File: src/gbr_pkg.sv
// Shared types, constants and the Gaussian weight table of the RGB blur.
`timescale 1ns / 1ps
package gbr_pkg;

  localparam int unsigned RADIUS    = 8;
  localparam int unsigned TAPS      = 2 * RADIUS + 1;
  localparam int unsigned RING_ROWS = 2 * RADIUS + 2;
  localparam int unsigned TAP_IDX_W = 5;
  localparam int unsigned RING_W    = 5;
  localparam int unsigned WGT_W     = 14;
  localparam int unsigned WPROD_W   = 27;
  localparam int unsigned PROD_W    = 35;
  localparam int unsigned ACC_W     = 40;
  localparam int unsigned FRAC_SH   = 32;
  localparam int unsigned WIDTH_W   = 11;
  localparam int unsigned HEIGHT_W  = 12;
  localparam int unsigned CFG_IDX_W = 1;
  localparam int unsigned CFG_DAT_W = 12;
  localparam int unsigned PIX_W     = 24;

  localparam logic [WIDTH_W-1:0]  WIDTH_MIN    = 11'd17;
  localparam logic [HEIGHT_W-1:0] HEIGHT_MIN   = 12'd17;
  localparam logic [WIDTH_W-1:0]  WIDTH_RESET  = 11'd640;
  localparam logic [HEIGHT_W-1:0] HEIGHT_RESET = 12'd480;

  // Command codes of an input item
  localparam logic CMD_PIXEL = 1'b0;
  localparam logic CMD_DRAIN = 1'b1;

  // Configuration register indexes
  localparam logic [CFG_IDX_W-1:0] REG_WIDTH  = 1'b0;
  localparam logic [CFG_IDX_W-1:0] REG_HEIGHT = 1'b1;

  // Control of one window tap travelling with its memory read
  typedef struct packed {
    logic       vld;
    logic       first;
    logic       last;
    logic [3:0] ax;
    logic [3:0] ay;
  } mac_ctrl_t;

  // Half kernel: weight of a tap at distance a from the center, Q0.16
  function automatic logic [WGT_W-1:0] tap_weight(input logic [3:0] a);
    logic [WGT_W-1:0] w;
    case (a)
      4'd0:    w = 14'd8754;
      4'd1:    w = 14'd8281;
      4'd2:    w = 14'd7009;
      4'd3:    w = 14'd5309;
      4'd4:    w = 14'd3599;
      4'd5:    w = 14'd2183;
      4'd6:    w = 14'd1185;
      4'd7:    w = 14'd575;
      4'd8:    w = 14'd250;
      default: w = 14'd0;
    endcase
    return w;
  endfunction

endpackage

File: src/gbr_mac.sv
// Weighted accumulate of window taps: weight product, channel products, sum.
`timescale 1ns / 1ps
module gbr_mac
  import gbr_pkg::*;
(
  input  logic             clk_i,
  input  logic             rst_ni,
  input  mac_ctrl_t        ctrl_i,
  input  logic [PIX_W-1:0] pix_i,
  output logic             done_o,
  output logic [7:0]       red_o,
  output logic [7:0]       green_o,
  output logic [7:0]       blue_o
);

  mac_ctrl_t          s1_q, s2_q;
  logic [WPROD_W-1:0] wprod_q;
  logic [PIX_W-1:0]   pix_q;
  logic [PROD_W-1:0]  prod_q [3];
  logic [ACC_W-1:0]   acc_q  [3];
  logic               done_q;
  logic [2*WGT_W-1:0] wprod_full;

  assign wprod_full = tap_weight(ctrl_i.ax) * tap_weight(ctrl_i.ay);

  // Advance control through the stages
  always_ff @(posedge clk_i or negedge rst_ni) begin
    if (!rst_ni) begin
      s1_q   <= '0;
      s2_q   <= '0;
      done_q <= 1'b0;
    end else begin
      s1_q   <= ctrl_i;
      s2_q   <= s1_q;
      done_q <= s2_q.vld && s2_q.last;
    end
  end

  // Stage one: combined 2-D weight
  always_ff @(posedge clk_i) begin
    wprod_q <= wprod_full[WPROD_W-1:0];
    pix_q   <= pix_i;
  end

  // Stage two: per-channel products
  always_ff @(posedge clk_i) begin
    for (int c = 0; c < 3; c++) begin
      prod_q[c] <= PROD_W'(wprod_q) * PROD_W'(pix_q[8*(2-c) +: 8]);
    end
  end

  // Stage three: accumulate, restart on the first tap
  always_ff @(posedge clk_i) begin
    if (s2_q.vld) begin
      for (int c = 0; c < 3; c++) begin
        acc_q[c] <= (s2_q.first ? '0 : acc_q[c]) + ACC_W'(prod_q[c]);
      end
    end
  end

  assign done_o  = done_q;
  assign red_o   = acc_q[0][FRAC_SH +: 8];
  assign green_o = acc_q[1][FRAC_SH +: 8];
  assign blue_o  = acc_q[2][FRAC_SH +: 8];

endmodule

File: config.mk
export PLATFORM = sky130hd
export DESIGN_NAME = gbr_mac
export DESIGN_NICKNAME = d
export VERILOG_FILES = /design/src/gbr_pkg.sv /design/src/gbr_mac.sv
export SDC_FILE = /design/constraint.sdc
export NUM_CORES = 2
export LEC_CHECK = 0
export BUFFER_PORTS_ARGS = -buffer_cell sky130_fd_sc_hd__buf_4
export CAP_MARGIN = 15
export CORE_MARGIN = 3
export CORE_UTILIZATION = 55
export CTS_BUF_LIST = sky130_fd_sc_hd__clkbuf_8 sky130_fd_sc_hd__clkbuf_16
export CTS_CLUSTER_DIAMETER = 30
export CTS_CLUSTER_SIZE = 30
export DETAILED_ROUTE_END_ITERATION = 10
export PLACE_DENSITY = 0.71
export SYNTH_ARGS = -nofsm -noshare
export SYNTH_HDL_FRONTEND = slang
export SYNTH_SLANG_ARGS = --single-unit
File: constraint.sdc
create_clock -name clk_i -period 7.5 [get_ports clk_i]
set_input_delay 1.125 -clock clk_i [delete_from_list [all_inputs] [get_ports clk_i]]
set_output_delay 1.125 -clock clk_i [all_outputs]
set_load 0.02 [all_outputs]
==> summary.txt <==
Place
  – Post-DP HPWL: approximately 72,000 um
  – Port Buf Inserts: 61
  – Placed cell count: roughly 5,200
  – RD Place Congestion: between 0.9 and 1
  – Post-DP Area: between 40,000 and 50,000 um2
  – Placement Setup Slack: -263 ps

Drt
  – Final ANT Viol Nets: 0
  – Drt initial violations: roughly 1,800
  – Vias per cell: 5.54
  – Routed wire length: around 92,000 um
  – DR DRC count: 0
  – DRT Pass-1 Iters: 5
  – Vias: approximately 30,000
  – WL/cell: around 17 um

CTS
  – CTS Sinks: roughly 280
  – Hold buffers post-CTS: 0
  – Clock-pin slew on the worst setup and hold paths: 40 ps
  – Root buffer cell: clkbuf_16
  – Skew-Pair Late Insertion Delay: between 500 and 600 ps
  – Bufs on Longest Clock Path: 3
  – TritonCTS Buffers: 67
  – Htree depth: 3
  – TritonCTS clock tree: done

Finish
  – Post-route design area: around 44,000 um2
  – Ratio of cells with drive above 1 in the final layout: under 10%
  – # fillers: 5,854
  – # nets final: 5,355
  – Finished Layout Cells: between 5,000 and 6,000
  – Diode count: 0
  – Synthesis-to-finish area growth: 11.7%
  – Finished Core Util: a little over 60%

Floorplan
  – Chip width: 273 um
  – Total core area: 70,300 um2
  – I/O Pins: 62
  – Initial Util: 55.7%
  – Die area: 74,400 um2
  – Die H: between 200 and 300 um
  – # rows: 97

Logic synthesis
  – Syn_nets: between 5,000 and 6,000
  – Mapped cell area: roughly 39,000 um2
  – Synthesized flop and latch total: roughly 280
  – Yosys warning total: 0
  – Avg Inst Size Synth: 9.20 um2
  – Syn Inst Count: 4,253
  – Most used DFF post-synth: dfxtp_1
  – Area leader, netlist: fa_1
  – EDFF count, synth: between 100 and 150
  – Share of the synthesized area in the top cell type: 30.3%
  – Post-synthesis sequential area ratio: 17.6%
  – FFs w/ async S/R, synth: under 10%
  – Top cells by area, synth: fa_1, ha_1, edfxtp_1
  – Distinct cell type count after synthesis: 79

Critical path
  – Worst r2r src: wprod_q[2]$_DFF_P_
  – Worst setup SP type: input port
  – CP peak stage delay: ~540 ps
  – CP Capture Type: flip-flop
  – Worst path slowest cell: or4b_1
  – CP Class: in -> reg
  – Required time worst endpoint: slightly below 8000 ps
  – CP arrival: ~7600 ps
  – CP max FO: 7
  – Most frequent CP cell: fa_1
  – CP startpoint: ctrl_i[5]

Timing
  – Slew margin rel.: around a fifth
  – Final min period: around 7200 ps
  – Worst Skew: ~27 ps
  – Fin. max-slew vios: 0
  – Hold Fails Final Rpt: 0
  – RSZ-0062 raised after global routing: no
  – Worst-Margin Slew: roughly 1200 ps
  – Endpoints failing setup: 0
  – F_max: between 0.1 and 0.15 GHz
  – Final worst slack: ~330 ps
  – Fin crit share: 95.6%

GRT
  – Vias in the first global route: 31,100
  – Grt ovf: 0
  – GRT Total Usage: roughly 26%
  – Largest net degree at the start of global routing: 69
  – Global-route wire length before repair: about 160,000 um
  – Initial antenna violation count: 4

Outcome
  – Status: completed

Hold path
  – HP Class: in -> async

Job
  – Max-cap viol count: 0
-- cells in the mapped netlist, drive strengths merged, types with 6 or more instances --
cell	number
nor3	34
a221o	7
o31ai	9
o21ai	99
and2	290
clkbuf	163
xnor2	152
nand3	38
buf	29
and4	6
a21o	117
xor2	62
inv	572
o31a	15
or3	10
mux2i	7
dfxtp	156
nand2b	24
a31o	6
edfxtp	120
nand4	18
nand2	577
fa	593
nor2	221
a31oi	20
o21bai	34
o21a	35
and3	19
a211oi	25
ha	367
a21oi	195
dfrtp	7
o211ai	10
nor2b	131
nor3b	6
-- area by class of cell --
type / count / area (um2) / share of cell area, %
multi-input combinational: 3205 / 29400 / 67.2
sequential: 283 / 6910 / 15.8
inverter: 573 / 2160 / 4.94
clock buffer: 77 / 1880 / 4.31
timing repair buffer: 228 / 1730 / 3.96
tap: 940 / 1180 / 2.69
clock inverter: 46 / 477 / 1.09
-- state kept, by name, summed over array words and instances, names as in the netlist --
name / count
acc_q: 120
prod_q: 105
wprod_q: 27
pix_q: 24
s1_q: 3
s2_q: 3
done_o: 1
-- timing repair --
item	4_1_cts	5_1_grt
setup buffers	0	1
resized for setup	0	1
endpoints found under the setup margin	0	1
-- routing by layer --
| layer | track usage [%] | vias to the layer above | part of all wire (%) |
|---|---|---|---|
| met5 | 0 | - | 0.020 |
| met4 | 7.31 | 2 | 2.6 |
| met3 | 3.91 | 185 | 5.9 |
| met2 | 44.6 | 824 | 49 |
| met1 | 33.4 | 14800 | 43 |
| li1 | - | 13800 | - |
-- stage by stage --
step                setup TNS (ps)  hold WS, ps
floorplan                    -3.14          331
global placement              -692          331
detailed placement            -890          336
CTS                              0          310
global route                     0          326
finish                           0          342
-- path summary, 6_finish.rpt --
kind / end / slack [ps] / cells after the start
worst max-delay path: wprod_q[26]$_DFF_P_ / 330 / 29
min in group clk_i: s2_q[8]$_DFF_PN0_ / 340 / 0
max in group asynchronous: s2_q[10]$_DFF_PN0_ / 7020 / 1
worst min register to register: s2_q[8]$_DFF_PN0_ / 340 / 0
worst min-delay path: s1_q[9]$_DFF_PN0_ / 340 / 1
worst max register to register: prod_q[0][32]$_DFF_P_ / 1140 / 20
-- logic make-up after synthesis --
kind of cell / share of synthesized area, %
buf+inv: 7.57
simple gates: 17.1
mux: 0.237
xor+xnor: 4.79
fa+ha+maj: 42.1
compound gates: 10.6
flops: 17.6
-- cell usage in the layout, fill, tap and decap left out, types with 19 or more instances in the layout --
master,instances
a211oi_1,25
nor2b_1,130
o21ai_0,94
nor3_1,34
and2_1,289
fa_1,593
nand3_1,36
o21a_1,35
nand2b_1,24
buf_4,227
xor2_1,62
nor2_1,220
edfxtp_1,120
ha_1,362
nand2_1,576
dfxtp_1,156
xnor2_1,152
inv_1,575
clkbuf_16,73
a21oi_1,194
o21bai_1,34
a21o_1,117
a31oi_1,19
-- worst max-delay path: cells and delay by family --
kind / cells / cell delay, ps
buf+inv: 8 / 540
simple gates: 5 / 1040
fa+ha+maj: 8 / 3410
xor+xnor: 1 / 90
compound gates: 7 / 1440
Power is not shown: default switching activity piles up to over one toggle a cycle in this logic, so the estimate is an artifact.
